===== src/rsrt_ram.sv =====
module rsrt_ram #(
    parameter int DEPTH = 64,
    parameter int WIDTH = 64
) (
    input  logic                     clk,
    input  logic                     we,
    input  logic [$clog2(DEPTH)-1:0] waddr,
    input  logic [WIDTH-1:0]         wdata,
    input  logic [$clog2(DEPTH)-1:0] raddr,
    output logic [WIDTH-1:0]         rdata
);

    logic [WIDTH-1:0] mem [DEPTH];
    logic [WIDTH-1:0] rdata_reg;

    always_ff @(posedge clk)
    begin
        if (we)
        begin
            mem[waddr] <= wdata;
        end
        rdata_reg <= mem[raddr];
    end

    assign rdata = rdata_reg;

endmodule


===== config.mk =====
export PLATFORM = sky130hd
export DESIGN_NAME = rsrt_ram
export DESIGN_NICKNAME = d
export VERILOG_FILES = /design/src/rsrt_ram.sv
export SDC_FILE = /design/constraint.sdc
export NUM_CORES = 2
export LEC_CHECK = 0
export ABC_AREA = 1
export BUFFER_PORTS_ARGS = -buffer_cell sky130_fd_sc_hd__buf_2
export CORE_UTILIZATION = 45
export CTS_CLUSTER_SIZE = 24
export DETAILED_ROUTE_END_ITERATION = 8
export PLACE_DENSITY = 0.61
export RECOVER_POWER = 50
export SYNTH_ARGS = -nofsm -noshare
export SYNTH_HDL_FRONTEND = slang
export SYNTH_SLANG_ARGS = --single-unit
export TNS_END_PERCENT = 30

===== constraint.sdc =====
create_clock -name clk -period 17.75 [get_ports clk]
set_input_delay 5.325 -clock clk [delete_from_list [all_inputs] [get_ports clk]]
set_output_delay 5.325 -clock clk [all_outputs]
set_load 0.005 [all_outputs]

---- After elaboration in Yosys (flattened, before gate mapping) ----
Memory sizes are Yosys's and may differ from the RTL's. A register that Yosys moved wholly into a read port is not among the register bits.
Cells that the tools add are included.
word-level totals
  bits in registers ....................... 0
  latch bits .............................. 0
  bits in writable memories ............... 4,096
  bits in read-only memories .............. 0
  input bits .............................. 78
  output and inout bits ................... 64
  logic and storage cells ................. 3
  memories ................................ 1
operators by class
  $add $sub $neg .......................... 0
  multipliers ............................. 0
  divide/modulo/power cells ............... 0
  magnitude comparators ................... 0
  eq/ne operators ......................... 0
  shift-type cells ........................ 0
  muxes and demuxes ....................... 2
  bitwise gates (word level) .............. 0
  reductions and logical operators ........ 0
memory list
  name  depth  width  read ports  clocked after memory_dff  write ports  line  RTL
  mem   64     64     1           1                         1            13    logic [WIDTH-1:0] mem [DEPTH];
operators with widths
  operator  count
  $mux 1    2

---- Logic depth before layout (Yosys ltp) ----
  depth in word-level cells ............... 2
  gate-level depth with buffers ........... 13
  depth with buffers taken out ............ 9

---- Least setup slack after synthesis ----
No wires, ideal clock.
  path kind ............................... input -> register
  start ................................... in we
  end ..................................... mem mem[48][0], enable pin
  library setup time ...................... 646 ps
  arrival ................................. 11,961 ps
  required time ........................... 17,104 ps
  path slack .............................. 5,143 ps
  stages on the path ...................... 3
  buffers on the path ..................... 1
  cells stage by stage .................... clkbuf_1 > nand4_1 > nor4_1
between the ends
  word-level cells in the longest chain between the ends .. 2
ends and longest elaborated chain
  item                          line  RTL
  start, declared               6     input logic we,
  $mux 1                        18    if (we)
  $mux 1 (implied by the code)  20    mem[waddr] <= wdata;
  end, declared                 13
No other way between the ends.

==> impl_metrics.toml <==
[status]
outcome = "finished, violations left"
violations = "capacitance limit, slew limit"

[worst_hold_path]
min_from = "mem[8][45]$_DFFE_PP_"
min_to = "rdata[45]$_DFF_P_"
hold_path_class = "flop to flop"
min_path_cells = 8

[critical_path]
r2r_cells = 8
worst-path-max-fanout = 126
rrSetupSlack_ns = 16.06
cp_data_arrival_time_ns = 10.04
crit_required_ns = 18.61
crit_type = "input pin to flop"
critPathLaunchType = "input pin"
timing.rr.start = "mem[51][28]$_DFFE_PP_"
end_kind = "flop"
worstReg2RegEnd = "rdata[28]$_DFF_P_"
startpoint = "raddr[0]"

[timing]
maxSlewViolCount = 4234
post-route-min-period_ns = 9.18
fin_crit_sh_pct = 51.7
setup_viol = 0
finClkSkew_ns = 0.0467
tns_ns = 0
hold_viol = 0
rsz0062_at_grt = "no"
fmax_mhz = 109
max-slew-margin-rel_pct = -90.6
worstMarginPinSlew_ns = 2.86

[yosys]
synth_cell_types = 16
synthCells = 13400
yosysSeqAreaShare_pct = 75.2
synth_nets = 13500
syn_area_per_cell_sq_um = 12.3
yosys_warnings = 0
synth.ff_latch_count = 4160
synth.cell_area_sq_um = 165000

[routing]
final_antenna_net_count = 0
first_pass_iters = 6
wire_per_inst_um = 27.6
drt_iter0_markers = 14200
post_drt_via_cell_ratio = 5.87
drc = 0
via_count = 109000
totalWireLength_um = 511000

[global_routing]
gr-total-overflow = 0
grt_pass1_wl_um = 731000
grt_max_degree = 214
grt_pass1_vias = 103000
grt_usage_pct = 27.0
antenna_found_initial = 42

[power_and_ir_drop]
peakVddDrop_mv = 0.0881
p_switching_uw = 4680
power_frac_seq_pct = 52.3
p_int_uw = 16300
p_clk_share_pct = 42.4
combPwrFrac_pct = 5.4
p_leak_uw = 0.0638
p_sw_share_pct = 22.4
powerDensity_nw_per_um2 = 114

[clock_network]
cts_resized = 0
cts_buffers = 425
cts_root_buf = "clkbuf_16"
cts_hold_buf = 0
post_cts_buffers = 0
cts_buffer_depth = 4
cts_num_sinks = 4160
cts_tree = "done"
clk_pin_slew_ns = 0.06
worstSkewPairLatency_ns = 0.99
htreeDepth = 5

[floorplanning]
io_pins = 142
rows = 222
dieArea_sq_um = 370000
die_h_um = 608
core-area_sq_um = 366000
die_w_um = 608
start_util_pct = 45.2

[place]
place_hpwl_um = 247000
io_buffers = 141
place_congestion = 0.786

[finish]
num-nets-final = 13400
fin_util_pct = 50.2
drive_above_1_share_pct = 7.01
multi_input_area_sq_um = 36600
syn_to_final_growth_pct = 10.9
largest_reg_flops = 4096
seq_area_sq_um = 124000
fillers = 31200

[run]
maxCapViolations = 69
## worst max-delay path by stage
stage / to / cells after the start
floorplan: mem[48][0]$_DFFE_PP_ / 3
global placement: rdata[39]$_DFF_P_ / 13
detailed placement: rdata[39]$_DFF_P_ / 13
CTS: rdata[42]$_DFF_P_ / 13
global route: rdata[43]$_DFF_P_ / 13
finish: rdata[42]$_DFF_P_ / 13
## logic make-up after synthesis
group | synth area share (%)
DFF | 75.2
and+or+nand+nor | 21.9
buffers and inverters | 2.95
## Yosys cell counts, drive strengths merged
cell    instances  share of area (%)
inv            12              0.030
nor2           56               0.13
dfxtp          64               0.78
nand3        3847                 12
clkbuf        147               0.33
nand4           9              0.034
buf           750                2.6
nor4            8              0.030
edfxtp       4096                 74
nand2        4416                 10
## placed cells by master, fill, tap and decap left out
master	instances
clkinv_16	3
nand2_1	4416
clkinvlp_4	9
buf_2	70
nor4_1	7
inv_1	6
nor2_1	2
clkbuf_1	179
inv_16	4
nor2_4	54
buf_8	4
inv_8	4
buf_12	20
dfxtp_1	64
clkinv_4	2
inv_6	14
clkinv_8	5
bufinv_16	36
clkbuf_8	23
nor4_2	1
diode_2	18
clkinv_1	90
buf_4	203
clkinv_2	73
nand3_1	3847
clkbuf_16	433
nand4_1	9
buf_6	1
edfxtp_1	4096
## final cells by class
type                            count  share of cell area [%]
Antenna cell                       18                  0.0246
Inverter                           12                  0.0573
Sequential cell                  4160                    67.8
Timing Repair Buffer              371                    1.43
Tap cell                         4816                    3.29
Clock inverter                    234                    1.20
Multi-Input combinational cell   8336                    19.9
Clock buffer                      562                    6.30
## layer usage
| metal | vias to the layer above | track usage [%] | part of all wire, % |
|---|---|---|---|
| li1 | 47700 | - | - |
| met4 | 16 | 9.28 | 3.6 |
| met2 | 5599 | 43.7 | 47 |
| met5 | - | 0 | 0.017 |
| met3 | 925 | 4.33 | 9.5 |
| met1 | 54400 | 37.3 | 40 |
## power by group through the flow
stage | Sequential (uW) | Clock (uW) | Combinational (uW)
finish | 10900 | 8870 | 1120
global route | 10900 | 9320 | 1220
CTS | 10900 | 8950 | 1120
detailed placement | 11100 | 0 | 1120
global placement | 11100 | 0 | 1110
floorplan | 11100 | 0 | 671
## per-stage QoR
step,total power [uW],hold WS [ns],cells,worst slack (ns),area (sq um)
floorplan,11800,0.721,13400,5.14,165000
global placement,12300,0.769,17700,7.73,170000
detailed placement,12300,0.769,17700,7.73,170000
CTS,21000,0.786,18500,8.73,184000
global route,21500,0.862,18500,8.33,183000
finish,20900,0.779,18500,8.57,183000
## worst max-delay path, cell delays in order
cell	delay (ns)
buf_12	0.45
buf_4	0.75
buf_4	0.90
buf_4	0.66
buf_4	0.92
nand2_1	0.10
nand3_1	0.13
nand3_1	0.11
nand3_1	0.12
nand3_1	0.12
nand2_1	0.11
nand2_1	0.05
nand2_1	0.09
No activity file was read; power rests on OpenSTA's default activity.
